**src/rtl/dual_backlight_timed_blink_ctrl_top_assert.svh**
```systemverilog
// ----------------------------------------------------------------------------
// Assertion macros for the dual backlight controller
// Concurrent checks on the top level, clocked and reset-gated.
// ----------------------------------------------------------------------------
`ifndef DUAL_BACKLIGHT_TIMED_BLINK_CTRL_TOP_ASSERT_SVH
`define DUAL_BACKLIGHT_TIMED_BLINK_CTRL_TOP_ASSERT_SVH

// Same-cycle implication.
`define DBTBC_ASSERT_NOW(label, clk, rst_n, ante, cons, msg) \
    label: assert property (@(posedge clk) disable iff (!(rst_n)) (ante) |-> (cons)) \
        else $error(msg);

// Next-cycle implication.
`define DBTBC_ASSERT_NEXT(label, clk, rst_n, ante, cons, msg) \
    label: assert property (@(posedge clk) disable iff (!(rst_n)) (ante) |=> (cons)) \
        else $error(msg);

`endif

```
**src/rtl/dbtbc_pkg.sv**
```systemverilog
// ----------------------------------------------------------------------------
// dbtbc_pkg
// Shared codes, tables and helpers of the dual backlight controller.
// ----------------------------------------------------------------------------
`default_nettype none

package dbtbc_pkg;

    localparam int TIME_BITS_DEF = 16;
    localparam int LEVELS        = 16;

    localparam logic [6:0] DEFAULT_RAW = 7'd56;

    // Opcodes
    localparam logic [2:0] OP_TICK   = 3'd0;
    localparam logic [2:0] OP_ON     = 3'd1;
    localparam logic [2:0] OP_OFF    = 3'd2;
    localparam logic [2:0] OP_BLINK  = 3'd3;
    localparam logic [2:0] OP_TOGGLE = 3'd4;
    localparam logic [2:0] OP_BRIGHT = 3'd5;

    // Targets
    localparam logic [1:0] TGT_SCREEN = 2'd0;
    localparam logic [1:0] TGT_KEYS   = 2'd1;
    localparam logic [1:0] TGT_BOTH   = 2'd2;
    localparam logic [1:0] TGT_NONE   = 2'd3;

    // Channel status
    localparam logic [1:0] ST_OFF   = 2'd0;
    localparam logic [1:0] ST_ON    = 2'd1;
    localparam logic [1:0] ST_BLINK = 2'd2;

    // Error codes
    localparam logic [1:0] ERR_OK        = 2'd0;
    localparam logic [1:0] ERR_BLINK_ARG = 2'd1;
    localparam logic [1:0] ERR_TARGET    = 2'd2;

    localparam logic [6:0] NORM_TAB [LEVELS] = '{
        7'd0,  7'd13, 7'd14, 7'd18, 7'd24, 7'd30, 7'd36, 7'd42,
        7'd48, 7'd54, 7'd60, 7'd66, 7'd72, 7'd78, 7'd84, 7'd90
    };

    localparam logic [6:0] LEVEL_TAB [LEVELS] = '{
        7'd0,  7'd13, 7'd17, 7'd23, 7'd29, 7'd35, 7'd41, 7'd47,
        7'd53, 7'd59, 7'd65, 7'd71, 7'd77, 7'd83, 7'd89, 7'd100
    };

    // Per-channel command and tick controls
    typedef struct packed {
        logic tick;
        logic upd;
        logic flip;
        logic on_val;
        logic blink_val;
    } t_chan_ctl;

    // Clamp a tick count to what a timer of the given width can hold.
    function automatic logic [15:0] sat_ticks(input logic [15:0] v, input int bits);
        logic [15:0] lim;
        lim = (bits >= 16) ? 16'hFFFF : 16'((32'd1 << bits) - 32'd1);
        return (v > lim) ? lim : v;
    endfunction

    // Map a raw brightness back to a level: one above the highest table hit.
    function automatic logic [4:0] norm_level(input logic [6:0] b);
        logic [4:0] res;
        res = 5'd1;
        for (int i = 1; i < LEVELS; i++) begin
            if (b >= NORM_TAB[i]) begin
                res = 5'(i + 1);
            end
        end
        return res;
    endfunction

endpackage

`default_nettype wire

```
**src/rtl/dbtbc_chan.sv**
```systemverilog
// ----------------------------------------------------------------------------
// dbtbc_chan
// One backlight channel: current and lasting setting, override and blink timers.
// ----------------------------------------------------------------------------
`default_nettype none

module dbtbc_chan #(
    parameter int TIME_BITS = dbtbc_pkg::TIME_BITS_DEF
) (
    input  wire logic                 i_clk,
    input  wire logic                 i_rst_n,
    input  wire dbtbc_pkg::t_chan_ctl i_ctl,
    input  wire logic [15:0]          i_dur,
    input  wire logic [15:0]          i_per_on,
    input  wire logic [15:0]          i_per_off,
    output logic                      o_on_nxt,
    output logic                      o_blink_nxt
);

    localparam logic [TIME_BITS-1:0] T_ONE = {{(TIME_BITS-1){1'b0}}, 1'b1};

    function automatic logic [TIME_BITS-1:0] ticks(input logic [15:0] v);
        logic [31:0] w;
        w = {16'b0, dbtbc_pkg::sat_ticks(v, TIME_BITS)};
        return w[TIME_BITS-1:0];
    endfunction

    logic                 r_on, r_blink, r_on_k, r_blink_k;
    logic [15:0]          r_per_on, r_per_off, r_per_on_k, r_per_off_k;
    logic                 r_ovr_act, r_blk_act;
    logic [TIME_BITS-1:0] r_ovr_cnt, r_blk_cnt;

    logic                 n_on, n_blink, n_on_k, n_blink_k;
    logic [15:0]          n_per_on, n_per_off, n_per_on_k, n_per_off_k;
    logic                 n_ovr_act, n_blk_act;
    logic [TIME_BITS-1:0] n_ovr_cnt, n_blk_cnt;

    logic                 ovr_exp, blk_exp, cmd_on;
    logic [TIME_BITS-1:0] kept_ld, flip_ld, cmd_ld, dur_ld;

    assign ovr_exp = r_ovr_act && (r_ovr_cnt == T_ONE);
    assign blk_exp = r_blk_act && (r_blk_cnt == T_ONE);
    assign cmd_on  = i_ctl.flip ? !r_on : i_ctl.on_val;
    assign kept_ld = ticks(r_on_k ? r_per_on_k : r_per_off_k);
    assign flip_ld = ticks(!r_on ? r_per_on : r_per_off);
    assign cmd_ld  = ticks(cmd_on ? i_per_on : i_per_off);
    assign dur_ld  = ticks(i_dur);

    always_comb begin
        n_on        = r_on;
        n_blink     = r_blink;
        n_per_on    = r_per_on;
        n_per_off   = r_per_off;
        n_on_k      = r_on_k;
        n_blink_k   = r_blink_k;
        n_per_on_k  = r_per_on_k;
        n_per_off_k = r_per_off_k;
        n_ovr_act   = r_ovr_act;
        n_ovr_cnt   = r_ovr_cnt;
        n_blk_act   = r_blk_act;
        n_blk_cnt   = r_blk_cnt;
        if (i_ctl.tick) begin
            if (r_ovr_act) begin
                n_ovr_cnt = r_ovr_cnt - T_ONE;
            end
            if (r_blk_act) begin
                n_blk_cnt = r_blk_cnt - T_ONE;
            end
            if (ovr_exp) begin
                // revert to the lasting setting and restart blinking from it
                n_ovr_act = 1'b0;
                n_ovr_cnt = '0;
                n_on      = r_on_k;
                n_blink   = r_blink_k;
                n_per_on  = r_per_on_k;
                n_per_off = r_per_off_k;
                n_blk_act = r_blink_k && (kept_ld != '0);
                n_blk_cnt = r_blink_k ? kept_ld : '0;
            end else if (blk_exp) begin
                n_on      = !r_on;
                n_blk_act = (flip_ld != '0);
                n_blk_cnt = flip_ld;
            end
        end else if (i_ctl.upd) begin
            n_on      = cmd_on;
            n_blink   = i_ctl.blink_val;
            n_per_on  = i_per_on;
            n_per_off = i_per_off;
            if (i_dur == 16'd0) begin
                n_on_k      = cmd_on;
                n_blink_k   = i_ctl.blink_val;
                n_per_on_k  = i_per_on;
                n_per_off_k = i_per_off;
            end
            // a running blink countdown is kept
            if (i_ctl.blink_val) begin
                if (!r_blk_act) begin
                    n_blk_act = (cmd_ld != '0);
                    n_blk_cnt = cmd_ld;
                end
            end else begin
                n_blk_act = 1'b0;
                n_blk_cnt = '0;
            end
            n_ovr_act = (dur_ld != '0);
            n_ovr_cnt = dur_ld;
        end
    end

    always_ff @(posedge i_clk) begin
        if (!i_rst_n) begin
            r_on        <= 1'b1;
            r_blink     <= 1'b0;
            r_per_on    <= '0;
            r_per_off   <= '0;
            r_on_k      <= 1'b1;
            r_blink_k   <= 1'b0;
            r_per_on_k  <= '0;
            r_per_off_k <= '0;
            r_ovr_act   <= 1'b0;
            r_ovr_cnt   <= '0;
            r_blk_act   <= 1'b0;
            r_blk_cnt   <= '0;
        end else begin
            r_on        <= n_on;
            r_blink     <= n_blink;
            r_per_on    <= n_per_on;
            r_per_off   <= n_per_off;
            r_on_k      <= n_on_k;
            r_blink_k   <= n_blink_k;
            r_per_on_k  <= n_per_on_k;
            r_per_off_k <= n_per_off_k;
            r_ovr_act   <= n_ovr_act;
            r_ovr_cnt   <= n_ovr_cnt;
            r_blk_act   <= n_blk_act;
            r_blk_cnt   <= n_blk_cnt;
        end
    end

    assign o_on_nxt    = n_on;
    assign o_blink_nxt = n_blink;

endmodule

`default_nettype wire

```
**src/rtl/dual_backlight_timed_blink_ctrl_top.sv**
```systemverilog
// ----------------------------------------------------------------------------
// dual_backlight_timed_blink_ctrl_top
// Screen and keypad backlight controller with timed overrides and blinking.
// ----------------------------------------------------------------------------
// Usage:
//   Input channel (i_valid / o_stall) takes one command per transfer: a tick
//   (opcode 0) or an on, off, blink, toggle or brightness command. Each input
//   transfer yields exactly one result transfer on the output channel
//   (o_valid / i_stall) with lit bits, channel status, raw and normalized
//   brightness, and an error code.
//   Result path: an input transfer loads the input register; the item then
//   moves on to the result register, which drives o_valid and the result
//   fields (one input register, one result register).
//   Throughput: one transfer per cycle while i_stall is low; the whole state
//   update for an item is done in the cycle between the two registers, so
//   back-to-back items flow without bubbles.
//   Stall: while i_stall holds a result, the input register may still take
//   one more item; o_stall rises only when both registers are full and i_stall is high.
//   Reset (i_rst_n low, synchronous): both channels lit and not blinking,
//   all five timers stopped, brightness 56, both registers empty.
// ----------------------------------------------------------------------------
`default_nettype none

`include "dual_backlight_timed_blink_ctrl_top_assert.svh"

module dual_backlight_timed_blink_ctrl_top #(
    parameter int TIME_BITS = dbtbc_pkg::TIME_BITS_DEF
) (
    input  wire logic        i_clk,
    input  wire logic        i_rst_n,
    // command channel
    input  wire logic        i_valid,
    output logic             o_stall,
    input  wire logic [2:0]  i_opcode,
    input  wire logic [1:0]  i_target,
    input  wire logic [15:0] i_duration,
    input  wire logic [15:0] i_on_time,
    input  wire logic [15:0] i_off_time,
    input  wire logic [7:0]  i_brightness_level,
    // result channel
    output logic             o_valid,
    input  wire logic        i_stall,
    output logic             o_screen_lit,
    output logic             o_keys_lit,
    output logic [1:0]       o_screen_status,
    output logic [1:0]       o_keys_status,
    output logic [6:0]       o_brightness_raw,
    output logic [4:0]       o_brightness_norm,
    output logic [1:0]       o_error_code
);

    localparam logic [TIME_BITS-1:0] T_ONE = {{(TIME_BITS-1){1'b0}}, 1'b1};

    function automatic logic [TIME_BITS-1:0] ticks(input logic [15:0] v);
        logic [31:0] w;
        w = {16'b0, dbtbc_pkg::sat_ticks(v, TIME_BITS)};
        return w[TIME_BITS-1:0];
    endfunction

    // ------------------------------------------------------------------
    // Handshake: input register and result register
    // ------------------------------------------------------------------
    logic r_in_vld, r_out_vld;
    logic out_ready, adv, in_take;

    // result register can load when empty or when its transfer completes
    assign out_ready = !r_out_vld || !i_stall;
    // advance the held item into the result register
    assign adv       = r_in_vld && out_ready;
    assign o_stall   = r_in_vld && !out_ready;
    assign in_take   = i_valid && !o_stall;

    always_ff @(posedge i_clk) begin
        if (!i_rst_n) begin
            r_in_vld  <= 1'b0;
            r_out_vld <= 1'b0;
        end else begin
            if (in_take) begin
                r_in_vld <= 1'b1;
            end else if (adv) begin
                r_in_vld <= 1'b0;
            end
            if (out_ready) begin
                r_out_vld <= r_in_vld;
            end
        end
    end

    // input payload, held while the item waits
    logic [2:0]  r_op;
    logic [1:0]  r_tgt;
    logic [15:0] r_dur, r_on_t, r_off_t;
    logic [7:0]  r_lvl;

    always_ff @(posedge i_clk) begin
        if (in_take) begin
            r_op    <= i_opcode;
            r_tgt   <= i_target;
            r_dur   <= i_duration;
            r_on_t  <= i_on_time;
            r_off_t <= i_off_time;
            r_lvl   <= i_brightness_level;
        end
    end

    // ------------------------------------------------------------------
    // Command decode
    // ------------------------------------------------------------------
    dbtbc_pkg::t_chan_ctl scr_ctl, key_ctl;
    logic [15:0]          eff_dur, per_on, per_off;
    logic                 blink_bad, bri_tick, bri_cmd;
    logic [1:0]           n_err;

    // off is always lasting
    assign eff_dur   = (r_op == dbtbc_pkg::OP_OFF) ? 16'd0 : r_dur;
    assign blink_bad = (r_op == dbtbc_pkg::OP_BLINK) &&
                       ((r_on_t == 16'd0) || (r_off_t == 16'd0));
    // only a blink command carries periods
    assign per_on    = (r_op == dbtbc_pkg::OP_BLINK) ? r_on_t  : 16'd0;
    assign per_off   = (r_op == dbtbc_pkg::OP_BLINK) ? r_off_t : 16'd0;

    always_comb begin
        scr_ctl  = '0;
        key_ctl  = '0;
        bri_tick = 1'b0;
        bri_cmd  = 1'b0;
        n_err    = dbtbc_pkg::ERR_OK;
        if (adv) begin
            case (r_op)
                dbtbc_pkg::OP_TICK: begin
                    scr_ctl.tick = 1'b1;
                    key_ctl.tick = 1'b1;
                    bri_tick     = 1'b1;
                end
                dbtbc_pkg::OP_ON, dbtbc_pkg::OP_OFF,
                dbtbc_pkg::OP_BLINK, dbtbc_pkg::OP_TOGGLE: begin
                    if (blink_bad) begin
                        n_err = dbtbc_pkg::ERR_BLINK_ARG;
                    end else begin
                        scr_ctl.upd = (r_tgt inside {dbtbc_pkg::TGT_SCREEN,
                                                     dbtbc_pkg::TGT_BOTH});
                        key_ctl.upd = (r_tgt inside {dbtbc_pkg::TGT_KEYS,
                                                     dbtbc_pkg::TGT_BOTH});
                        if (r_tgt == dbtbc_pkg::TGT_NONE) begin
                            n_err = dbtbc_pkg::ERR_TARGET;
                        end
                    end
                    scr_ctl.flip      = (r_op == dbtbc_pkg::OP_BLINK) ||
                                        (r_op == dbtbc_pkg::OP_TOGGLE);
                    scr_ctl.on_val    = (r_op == dbtbc_pkg::OP_ON);
                    scr_ctl.blink_val = (r_op == dbtbc_pkg::OP_BLINK);
                    key_ctl.flip      = scr_ctl.flip;
                    key_ctl.on_val    = scr_ctl.on_val;
                    key_ctl.blink_val = scr_ctl.blink_val;
                end
                dbtbc_pkg::OP_BRIGHT: begin
                    bri_cmd = 1'b1;
                end
                default: begin
                    // unused opcodes only report the state
                end
            endcase
        end
    end

    // ------------------------------------------------------------------
    // Channels
    // ------------------------------------------------------------------
    logic scr_on_nxt, scr_blink_nxt, key_on_nxt, key_blink_nxt;

    dbtbc_chan #(
        .TIME_BITS (TIME_BITS)
    ) u_screen (
        .i_clk       (i_clk),
        .i_rst_n     (i_rst_n),
        .i_ctl       (scr_ctl),
        .i_dur       (eff_dur),
        .i_per_on    (per_on),
        .i_per_off   (per_off),
        .o_on_nxt    (scr_on_nxt),
        .o_blink_nxt (scr_blink_nxt)
    );

    dbtbc_chan #(
        .TIME_BITS (TIME_BITS)
    ) u_keys (
        .i_clk       (i_clk),
        .i_rst_n     (i_rst_n),
        .i_ctl       (key_ctl),
        .i_dur       (eff_dur),
        .i_per_on    (per_on),
        .i_per_off   (per_off),
        .o_on_nxt    (key_on_nxt),
        .o_blink_nxt (key_blink_nxt)
    );

    // ------------------------------------------------------------------
    // Brightness with its own override timer
    // ------------------------------------------------------------------
    logic [6:0]           r_bri_now, r_bri_kept, n_bri_now, n_bri_kept, bri_val;
    logic                 r_bri_ovr_act, n_bri_ovr_act;
    logic [TIME_BITS-1:0] r_bri_ovr_cnt, n_bri_ovr_cnt, bri_ld;
    logic [15:0]          bri_dur;

    // level zero restores the lasting value as lasting
    assign bri_dur = (r_lvl == 8'd0) ? 16'd0 : r_dur;
    assign bri_ld  = ticks(bri_dur);

    always_comb begin
        if (r_lvl == 8'd0) begin
            bri_val = r_bri_kept;
        end else if (r_lvl <= 8'(dbtbc_pkg::LEVELS)) begin
            bri_val = dbtbc_pkg::LEVEL_TAB[4'(r_lvl - 8'd1)];
        end else begin
            bri_val = dbtbc_pkg::DEFAULT_RAW;
        end
    end

    always_comb begin
        n_bri_now     = r_bri_now;
        n_bri_kept    = r_bri_kept;
        n_bri_ovr_act = r_bri_ovr_act;
        n_bri_ovr_cnt = r_bri_ovr_cnt;
        if (bri_tick && r_bri_ovr_act) begin
            if (r_bri_ovr_cnt == T_ONE) begin
                // override ran out: drop back to the lasting value
                n_bri_ovr_act = 1'b0;
                n_bri_ovr_cnt = '0;
                n_bri_now     = r_bri_kept;
            end else begin
                n_bri_ovr_cnt = r_bri_ovr_cnt - T_ONE;
            end
        end else if (bri_cmd) begin
            n_bri_now = bri_val;
            if (bri_dur == 16'd0) begin
                n_bri_kept = bri_val;
            end
            n_bri_ovr_act = (bri_ld != '0);
            n_bri_ovr_cnt = bri_ld;
        end
    end

    always_ff @(posedge i_clk) begin
        if (!i_rst_n) begin
            r_bri_now     <= dbtbc_pkg::DEFAULT_RAW;
            r_bri_kept    <= dbtbc_pkg::DEFAULT_RAW;
            r_bri_ovr_act <= 1'b0;
            r_bri_ovr_cnt <= '0;
        end else begin
            r_bri_now     <= n_bri_now;
            r_bri_kept    <= n_bri_kept;
            r_bri_ovr_act <= n_bri_ovr_act;
            r_bri_ovr_cnt <= n_bri_ovr_cnt;
        end
    end

    // ------------------------------------------------------------------
    // Result register: report the state the item leaves behind
    // ------------------------------------------------------------------
    logic       r_scr_lit, r_key_lit;
    logic [1:0] r_scr_st, r_key_st, r_err;
    logic [6:0] r_raw;
    logic [4:0] r_norm;
    logic [1:0] n_scr_st, n_key_st;

    assign n_scr_st = scr_blink_nxt ? dbtbc_pkg::ST_BLINK :
                      (scr_on_nxt ? dbtbc_pkg::ST_ON : dbtbc_pkg::ST_OFF);
    assign n_key_st = key_blink_nxt ? dbtbc_pkg::ST_BLINK :
                      (key_on_nxt ? dbtbc_pkg::ST_ON : dbtbc_pkg::ST_OFF);

    always_ff @(posedge i_clk) begin
        if (adv) begin
            r_scr_lit <= scr_on_nxt;
            r_key_lit <= key_on_nxt;
            r_scr_st  <= n_scr_st;
            r_key_st  <= n_key_st;
            r_raw     <= n_bri_now;
            r_norm    <= dbtbc_pkg::norm_level(n_bri_now);
            r_err     <= n_err;
        end
    end

    assign o_valid           = r_out_vld;
    assign o_screen_lit      = r_scr_lit;
    assign o_keys_lit        = r_key_lit;
    assign o_screen_status   = r_scr_st;
    assign o_keys_status     = r_key_st;
    assign o_brightness_raw  = r_raw;
    assign o_brightness_norm = r_norm;
    assign o_error_code      = r_err;

    // ------------------------------------------------------------------
    // Assertions
    // ------------------------------------------------------------------
    `DBTBC_ASSERT_NEXT(a_adv_fills_result, i_clk, i_rst_n, adv, r_out_vld,
        "advanced item did not reach the result register")
    `DBTBC_ASSERT_NOW(a_stall_only_when_full, i_clk, i_rst_n, o_stall,
        r_in_vld && r_out_vld && i_stall,
        "input stalled while a register could take the item")
    `DBTBC_ASSERT_NOW(a_bri_timer_nonzero, i_clk, i_rst_n, r_bri_ovr_act,
        r_bri_ovr_cnt != '0,
        "brightness override active with an empty count")

endmodule

`default_nettype wire

```
**config.mk**
```make
export PLATFORM = sky130hd
export DESIGN_NAME = dual_backlight_timed_blink_ctrl_top
export DESIGN_NICKNAME = d
export VERILOG_FILES = /design/src/rtl/dbtbc_pkg.sv /design/src/rtl/dbtbc_chan.sv /design/src/rtl/dual_backlight_timed_blink_ctrl_top.sv
export VERILOG_INCLUDE_DIRS = /design/src /design/src/rtl
export SDC_FILE = /design/constraint.sdc
export NUM_CORES = 1
export LEC_CHECK = 0
export BUFFER_PORTS_ARGS = -buffer_cell sky130_fd_sc_hd__buf_2
export CORE_ASPECT_RATIO = 1.25
export CORE_UTILIZATION = 48
export DETAILED_ROUTE_END_ITERATION = 16
export HOLD_SLACK_MARGIN = 0.03
export PLACE_DENSITY = 0.67
export SYNTH_ARGS = -nofsm -noshare
export SYNTH_HDL_FRONTEND = slang
export SYNTH_SLANG_ARGS = --single-unit
```
**constraint.sdc**
```tcl
create_clock -name i_clk -period 3.7 [get_ports i_clk]
set_input_delay 0 -clock i_clk [delete_from_list [all_inputs] [get_ports i_clk]]
set_output_delay 0 -clock i_clk [all_outputs]
set_load 0.02 [all_outputs]
```
==> results.md <==
* DRC viols at 0
* Synth Instances at 1,983
* Distinct cells, synth at 73
* Crit. End Element: register
* Max_slew headroom at 21.0%
* Dpl cell area at 0.0173 mm^2
* Post-route ant nets at 0
* Largest net degree at the start of global routing at 99
* Startpoint of the worst hold path: i_on_time[7]
* Sw frac at between 20% and 30%
* Lkg Pwr at ~7.0 nW
* Synth cell count leaders: nor2_1, dfxtp_1, nand2_1
* Async SR Flop Fraction at 0%
* Net Sw Power at roughly 2.2 mW
* DRT Wirelength at 49,700 um
* EDFF count, synth at 81
* CP Data Required Time at approximately 4000 ps
* Synthesized cell area at 0.0164 mm^2
* Die width at roughly 170 um
* Clock network power share at between 40% and 50%
* Number of cell rows at 75
* Slew Limit Fails at 0
* Status: finished clean
* H-tree Lvls at 2
* Cell Chain, Critical Path: inv_1 -> ha_1 -> nor3b_2 -> nand3b_1 -> o21ai_0 -> a31oi_1 -> a221oi_4 -> buf_4 -> nand2_1 -> mux2_2 -> o221a_2 -> a22oi_1
* Port Buffer Count at 86
* First-pass GRT wire length at 78,700 um
* Reg power frac at a little under half
* Final GP Congestion at 0.933
* Mapped Nets at between 2,000 and 2,500
* Die H at 208 um
* Area of the core at about 0.034 mm^2
* Int Power at approximately 6.2 mW
* Clock tree buffer depth at 3
* Fraction of power consumed by combinational cells at 12.1%
* Cell Pwr Density at 438 mW/mm^2
* CP arrival at between 3000 and 4000 ps
* Top-count cell post-synth: nor2_1
* RSZ-0062 raised after global routing: no
* Max cap viols at 0
* Tot GR Track Use at 28.2%
* Die area at about 0.035 mm^2
* Vias in the first global route at 14,593
* Routed vias/inst at 6.09
* Postcts setup bufs at 0
* Core Util, Final at roughly 57%
* Slew @ Worst Pin at 1180 ps
* CP max FO at 10
* Peak Freq at 293 MHz
* DR vias at 15,416
* Leading area contributor after synthesis: dfxtp_1
* Avg WL per Cell at 19.6 um
* Slowest cell on crit path: edfxtp_1
* DR iter-0 viols at 1,312
* Layout area overhead at 16.6%
* Slowest cell delay on critical path at between 500 and 600 ps
* Share of cells above drive strength 1 at 12.5%
* Post-synthesis sequential area ratio at 43.9%
* Tightest Hold Check Type: input port to register
* Initial core utilization at 48.7%
* Initial antenna violation count at 0
* Clk root buf: clkbuf_16
* CTS Hold Bufs at 65
* Post_cts resized at 0
* Ys Warns at 0
* Worst-skew pair later-pin latency at 530 ps
* Startpoint types: register
* I/O pin count at 87
* Hpwl dp at around 33,000 um
* Sink Count at 318
* Total CTS buffers at 35
* DRT Pass-1 Iters at 6
* Clk slew on worst S/H paths at about 60 ps
* Post-route cell area at ~0.019 mm^2
* Crit path from: r_lvl[1]
* Final worst path period share at 92.4%
* Minimum hold slack at 175 ps
* Hold Vio Cnt, Final at 0
* Ys flop type: dfxtp_1
* Post-synthesis register bit count at 318
* Share of the synthesized area in the top cell type at 29.0%
* Peak supply drop at 395 uV
* Grt total ovfl at 0
* Layout Nets at 2,168
* Critical path buffers and inverters at 2
* Clock skew at around 27 ps
* Dominant cells by area after synthesis: dfxtp_1, edfxtp_1, nor2_1
* Worst reg2reg startpoint: r_lvl[1]
* Final Power at 8.34 mW
* CTS tree: built
* Antenna Cells at 0
* Mapped Avg Cell Area at between 8 and 9 um^2
* Setup violators final at 0
* Worst Setup Path Type: register to register
* Min Tclk post-route at 3420 ps
* Setup TNS at 0 ps
* Crit path max-delay family: compound AO/OA/AOI/OAI gates
area by class of cell:
cell class | instances | area [um^2]
Clock buffer | 50 | 987
Clock inverter | 12 | 143
Fill cell | 3088 | 14500
Inverter | 31 | 124
Multi-Input combinational cell | 1491 | 8560
Sequential cell | 318 | 7180
Tap cell | 423 | 529
Timing Repair Buffer | 208 | 1550
layout by cell type (no fill, tap or decap), types with 54 or more instances in the layout:
cell type / instances
nand2_1: 228
buf_2: 86
nor2_1: 315
edfxtp_1: 81
a211oi_1: 65
a21oi_1: 192
dlygate4sd3_1: 65
dfxtp_1: 237
buf_4: 54
o21ai_0: 89
nor3_1: 70
mux2i_1: 57
final timing paths:
path | endpoint | slack [ps] | cells past startpoint
setup / recovery | o_brightness_norm[1] | 280 | 12
hold / removal | r_on_t[7] | 180 | 2
setup reg to reg | o_brightness_norm[1] | 280 | 12
hold reg to reg | u_keys.r_blk_cnt[11] | 480 | 2
logic make-up (layout without fill, tap and decap cells):
family / count (synthesis) / after routing / share of synthesized area, %
adder cells (fa/ha/maj): 20 / 20 / 1.51
multiplexers: 76 / 76 / 4.80
AND/OR/NAND/NOR: 821 / 821 / 22.8
XOR/XNOR: 33 / 33 / 1.77
buffers and inverters: 174 / 301 / 4.08
flip-flops: 318 / 318 / 43.9
AO/OA/AOI/OAI: 541 / 541 / 21.2
through the flow:
stage	setup slack, ps	std cells
after floorplan	256	1983
after global placement	462	2406
after detailed placement	374	2406
after CTS	339	2533
after global routing	23.4	2533
final	281	2533
power by group through the flow:
stage	Sequential (mW)	Combinational (mW)	Clock, mW
5_1_grt	3.83	1.11	3.71
2_1_floorplan	3.85	0.672	0
3_5_place_dp	3.88	0.937	0
3_3_place_gp	3.88	0.923	0
6_report	3.81	1.01	3.52
4_1_cts	3.81	0.995	3.56
metal layers:
metal / wire [um] / part of all wire, % / global-route usage, %
met5: 0 / 0 / 0
met2: 24200 / 49 / 48.9
met3: 2790 / 5.6 / 3.73
met4: 1970 / 4.0 / 12.0
met1: 20700 / 42 / 34.8
Note: power is estimated with default switching activity, not from simulation.
